===== src/hw/rtl/fiq8_pkg.sv =====
package fiq8_pkg;

  localparam int unsigned WordW = 32;
  localparam int unsigned ByteW = 8;
  localparam int unsigned Lanes = 4;
  localparam int unsigned Stages = 4;

  localparam logic CfgIdxScale = 1'b0;
  localparam logic CfgIdxOrder = 1'b1;

  localparam logic [ByteW-1:0] ByteMin = 8'h80;
  localparam logic [ByteW-1:0] ByteMax = 8'h7F;

  // product after the multiplier stage, before rounding to single
  typedef struct packed {
    logic        nan;
    logic        inf;
    logic        zero;
    logic        sign;
    logic signed [10:0] exp;   // unbiased exponent of bit 47 of mant
    logic [47:0] mant;
  } prod_t;

  // rounded single value reduced to what the integer conversion needs
  typedef struct packed {
    logic        special;      // NaN, infinity or beyond 32-bit range
    logic        sign;
    logic signed [10:0] exp;   // unbiased exponent of bit 23 of sig
    logic [23:0] sig;
  } rsgl_t;

endpackage


===== src/hw/rtl/fiq8_lane.sv =====
module fiq8_lane (
  input  logic        clk,
  input  logic        en,
  input  logic [31:0] val_bits,
  input  logic [31:0] scale_bits,
  output logic [7:0]  byte_out
);

  fiq8_pkg::prod_t p_r, p_nxt;
  fiq8_pkg::rsgl_t s_r, s_nxt;
  logic [7:0] byte_r, byte_nxt;

  logic [7:0]  ea, eb;
  logic [23:0] ma, mb;
  logic        za, zb, ia, ib, na, nb;
  logic signed [10:0] eu_a, eu_b;

  always_comb begin
    ea = val_bits[30:23];
    eb = scale_bits[30:23];
    ma = {(ea != 8'd0), val_bits[22:0]};
    mb = {(eb != 8'd0), scale_bits[22:0]};
    za = (ea == 8'd0) && (val_bits[22:0] == 23'd0);
    zb = (eb == 8'd0) && (scale_bits[22:0] == 23'd0);
    ia = (ea == 8'hFF) && (val_bits[22:0] == 23'd0);
    ib = (eb == 8'hFF) && (scale_bits[22:0] == 23'd0);
    na = (ea == 8'hFF) && (val_bits[22:0] != 23'd0);
    nb = (eb == 8'hFF) && (scale_bits[22:0] != 23'd0);
    eu_a = (ea == 8'd0) ? -11'sd126 : $signed({3'b000, ea}) - 11'sd127;
    eu_b = (eb == 8'd0) ? -11'sd126 : $signed({3'b000, eb}) - 11'sd127;
    p_nxt.nan  = na || nb || (ia && zb) || (ib && za);
    p_nxt.inf  = ia || ib;
    p_nxt.zero = za || zb;
    p_nxt.sign = val_bits[31] ^ scale_bits[31];
    p_nxt.exp  = eu_a + eu_b + 11'sd1;
    p_nxt.mant = ma * mb;
  end

  // normalise and round the product to single precision
  logic [5:0]  lz;
  logic [47:0] nm;
  logic signed [10:0] ne;
  logic [5:0]  sh;
  logic [48:0] wide;
  logic [23:0] kept;
  logic        g, st;
  logic [24:0] rnd;
  logic signed [10:0] re;

  always_comb begin
    lz = 6'd48;
    for (int i = 0; i < 48; i++) begin
      if (p_r.mant[i]) lz = 6'(47 - i);
    end
    ne = p_r.exp - 11'(lz);
    sh = lz;
    // subnormal result range: keep exponent at -126
    if (ne < -11'sd126) begin
      if (p_r.exp < -11'sd126) begin
        sh = 6'd0;
      end else begin
        sh = 6'(p_r.exp + 11'sd126);
      end
      ne = -11'sd126;
    end
    nm = p_r.mant << sh;
    wide = {nm, 1'b0};
    if (p_r.exp < -11'sd126) begin
      wide = ({nm, 1'b0} >> 6'(-11'sd126 - p_r.exp > 11'sd48 ? 11'sd48
                                  : -11'sd126 - p_r.exp)) |
             49'((|(({nm, 1'b0}) & ~(49'h1_FFFF_FFFF_FFFF <<
                 6'(-11'sd126 - p_r.exp > 11'sd48 ? 11'sd48 : -11'sd126 - p_r.exp)))));
    end
    kept = wide[48:25];
    g    = wide[24];
    st   = |wide[23:0];
    rnd  = {1'b0, kept} + 25'(g && (st || kept[0]));
    re   = ne;
    if (rnd[24]) begin
      rnd = rnd >> 1;
      re  = ne + 11'sd1;
    end
    s_nxt.sign    = p_r.sign;
    s_nxt.sig     = rnd[23:0];
    s_nxt.exp     = re;
    s_nxt.special = p_r.nan || (p_r.inf && !p_r.zero) ||
                    (!p_r.zero && p_r.mant != 48'd0 && re >= 11'sd31 &&
                     !(p_r.sign && re == 11'sd31 && rnd[22:0] == 23'd0));
    if (p_r.zero || p_r.mant == 48'd0) begin
      s_nxt.sig = 24'd0;
      s_nxt.exp = -11'sd126;
    end
  end

  // integer conversion, ties to even, then saturate
  logic [31:0] ip;
  logic [32:0] fx;
  logic        gb, sb;
  logic [8:0]  mag;

  always_comb begin
    byte_nxt = fiq8_pkg::ByteMin;
    ip = '0; fx = '0; gb = 1'b0; sb = 1'b0; mag = '0;
    if (s_r.special) begin
      byte_nxt = fiq8_pkg::ByteMin;
    end else if (s_r.exp >= 11'sd8) begin
      byte_nxt = s_r.sign ? fiq8_pkg::ByteMin : fiq8_pkg::ByteMax;
    end else begin
      // fixed point value with 25 fraction bits after the binary point
      if (s_r.exp < -11'sd2) begin
        gb = 1'b0;
        sb = s_r.sig != 24'd0;
        ip = '0;
      end else begin
        fx = 33'(s_r.sig) << 6'(s_r.exp + 11'sd2);
        ip = 32'(fx[32:25]);
        gb = fx[24];
        sb = |fx[23:0];
      end
      mag = 9'(ip) + 9'(gb && (sb || ip[0]));
      if (!s_r.sign) begin
        byte_nxt = (mag > 9'd127) ? fiq8_pkg::ByteMax : mag[7:0];
      end else begin
        byte_nxt = (mag > 9'd128) ? fiq8_pkg::ByteMin : 8'(-mag);
      end
    end
  end

  always_ff @(posedge clk) begin
    if (en) begin
      p_r    <= p_nxt;
      s_r    <= s_nxt;
      byte_r <= byte_nxt;
    end
  end

  assign byte_out = byte_r;

endmodule


===== config.mk =====
export PLATFORM = sky130hd
export DESIGN_NAME = fiq8_lane
export DESIGN_NICKNAME = d
export VERILOG_FILES = /design/src/hw/rtl/fiq8_pkg.sv /design/src/hw/rtl/fiq8_lane.sv
export SDC_FILE = /design/constraint.sdc
export NUM_CORES = 2
export LEC_CHECK = 0
export BUFFER_PORTS_ARGS = -buffer_cell sky130_fd_sc_hd__buf_2
export CORE_MARGIN = 2
export CORE_UTILIZATION = 35
export CTS_CLUSTER_DIAMETER = 60
export DETAILED_ROUTE_END_ITERATION = 16
export HOLD_SLACK_MARGIN = 0.02
export SLEW_MARGIN = 20
export SYNTH_ARGS = -nofsm -noshare
export SYNTH_HDL_FRONTEND = slang
export SYNTH_SLANG_ARGS = --single-unit

===== constraint.sdc =====
create_clock -name clk -period 8.9 [get_ports clk]
set_input_delay 0.89 -clock clk [delete_from_list [all_inputs] [get_ports clk]]
set_output_delay 0.89 -clock clk [all_outputs]
set_load 0.005 [all_outputs]

==> impl_metrics.toml <==
[yosys]
yosys_register_bits = 108
synth.most_common_cell = "nand2_1"
yosysTopAreaCell = "fa_1"
async_flop_share_pct = 0
synth_edf_count = 108
ys.flop_type = "edfxtp_1"
synth_top_area_share_pct = 26.7
synth_area_leaders = "fa_1 (27%), edfxtp_1 (8.9%), ha_1 (7.1%), nand2_1 (6.6%), inv_1 (5.5%)"
yosysSeqAreaShare_pct = 8.93
syn_inst = 4424
yosysUniqueCellTypes = 132
ys_top_cells_by_count = "nand2_1 (635), inv_1 (528), fa_1 (484)"
syn_nets = 5180
syn_area_per_cell_um2 = 8.21
syn-cell-area_um2 = 36300
yosys_warnings = 0

[detailed_routing]
dr_total_vias = 37300
wl_um = 147000
drc = 0
drt_iter0_drc = 3588
ant_nets = 0
via_per_inst = 5.70
first_pass_iters = 6
wire_per_inst_um = 22.5

[global_route]
antenna_found_initial = 6
gr-total-overflow = 0
grt_pass1_wl_um = 225000
grt_pass1_vias = 37800
track_usage_pct = 27.1
grt_max_degree = 67

[placement]
port_buffers = 73
place_ws_ns = -1.34
placed_cells = 6459
gp_congestion = 1.04
hpwl_um = 119000

[sta]
tightestPinTransition_ns = 1.10
finalCriticalPeriod_ns = 9.34
fin_ws_ns = -0.436
setup_viol_count_final = 16
fin_setup_tns_ns = -1.74
skew_ns = 0.0125
rsz0062_at_grt = "yes"
relSlewSlack_pct = 26.7
slew_viol_final = 0
final_hold_viol_count = 0
clock.fmax_mhz = 107
post-route-period-util_pct = 105

[cts]
clkSinkCount = 108
cts_hold_buf = 0
clkTransAtPathRegs_ns = 0.08
cts_buffer_depth = 2
cts_htree_levels = 3
cts_made_buffers = 9
cts_tree = "done"
cts_root_buf = "clkbuf_16"
clk_latency_ns = 0.38

[floorplan]
die_w_um = 326
core_um2 = 103000
start_util_pct = 35.2
fp.dieArea_um2 = 106000
io_pins = 74
die_h_um = 326
fp-row-count = 118

[setup_path]
start_kind = "register"
crit_top_cell = "buf_4"
cp_slowest_cell = "edfxtp_1"
critPathKind = "reg -> reg"
critPathCaptureType = "register"
crit_arrival_ns = 9.46
crit_fanout = 8
max_stage_delay_ns = 0.41
worstPathRequired_ns = 9.03

[cells_and_area]
nFillCells = 10200
fin_cells = 6548
register_area_um2 = 3240
area_growth_syn_to_layout_pct = 28.3
multiInputGateArea_um2 = 31400
drive_gt1_share_pct = 27.8
nNetsFinal = 5920

[outcome]
violations = "negative setup slack"
outcome = "complete, but fails checks"

[min_path]
worstHoldPathType = "reg -> reg"

[run]
drv_cap = 0
## sequential cells by signal, summed over array words and instances, names as in the netlist
register  cells
s_r          37
byte_out      8
p_r          63
## worst paths after layout
path	from	end	slack, ns	cells past startpoint
worst max-delay path	p_r[2]	s_r[36]	-0.44	40
worst min-delay path	p_r[59]	s_r[35]	0.58	0
worst max register to register	p_r[2]	s_r[36]	-0.44	40
worst min register to register	p_r[59]	s_r[35]	0.58	0
## critical path: cells and delay by family (launching register included)
family                   cells  cell delay (ns)
multiplexers                 1             0.33
AO/OA/AOI/OAI               23             5.25
buffers and inverters        6             1.00
AND/OR/NAND/NOR              7             1.26
adder cells (fa/ha/maj)      2             0.56
XOR/XNOR                     1             0.25
flip-flops                   1             0.41
## layer usage
metal / up-vias / part of all wire [%] / track usage (%)
li1: 16700 / - / -
met1: 18400 / 42 / 36.2
met2: 1845 / 45 / 43.6
met3: 426 / 7.8 / 4.07
met4: 4 / 5.2 / 11.8
met5: - / 0.024 / 0
## cells in the final DEF (no fill, tap or decap), types with 35 or more instances in the layout
cell,netlist,layout
buf_4,15,893
nand2_1,635,628
inv_1,528,527
fa_1,484,483
nor2_1,262,248
and2_1,240,240
ha_1,206,203
a21oi_1,184,158
mux2i_1,142,117
nand3_1,121,116
edfxtp_1,108,108
o21ai_0,104,92
nor3_1,108,82
buf_2,53,71
xnor2_1,72,68
o211ai_1,51,51
nor4_1,55,39
xor2_1,39,38
a211oi_1,54,37
nand4_1,35,35
## stage by stage
step / area [µm²] / util, % / hold slack (ns)
floorplan: 36400 / - / 0.426
global placement: 44000 / 42.6 / 0.561
detailed placement: 44000 / 42.6 / 0.570
CTS: 45600 / 44.2 / 0.588
global route: 46600 / 45.2 / 0.596
finish: 46600 / 45.2 / 0.579
## cell type report
| cell class | count | share of cell area [%] |
|---|---|---|
| repair buffers | 1024 | 17.1 |
| well taps | 1380 | 3.70 |
| clock buffers | 10 | 0.491 |
| flip-flops and latches | 108 | 6.96 |
| multi-input cells | 3491 | 67.3 |
| diodes | 1 | 0.00537 |
| inverters | 530 | 4.27 |
| clock inverters | 4 | 0.158 |
## timing repair
action / CTS / global route
setup buffers: 35 / 38
resized for setup: 201 / 152
gates cloned: 2 / 0
setup endpoints to repair: 36 / 42
pin swaps: 78 / 97
## cells by family (layout without fill, tap and decap cells)
kind of cell | count (synthesis) | after routing | share of synthesized area (%)
adder cells (fa/ha/maj) | 691 | 691 | 33.8
flip-flops | 108 | 108 | 8.93
AO/OA/AOI/OAI | 861 | 861 | 17.7
buffers and inverters | 825 | 1568 | 9.19
XOR/XNOR | 111 | 111 | 2.68
AND/OR/NAND/NOR | 1650 | 1650 | 22.3
multiplexers | 178 | 178 | 5.42
other | 0 | 1 | 0
Power is left out: the tool's default activity adds up to more than one toggle a clock period on the data nets, which glitch-free logic cannot reach.
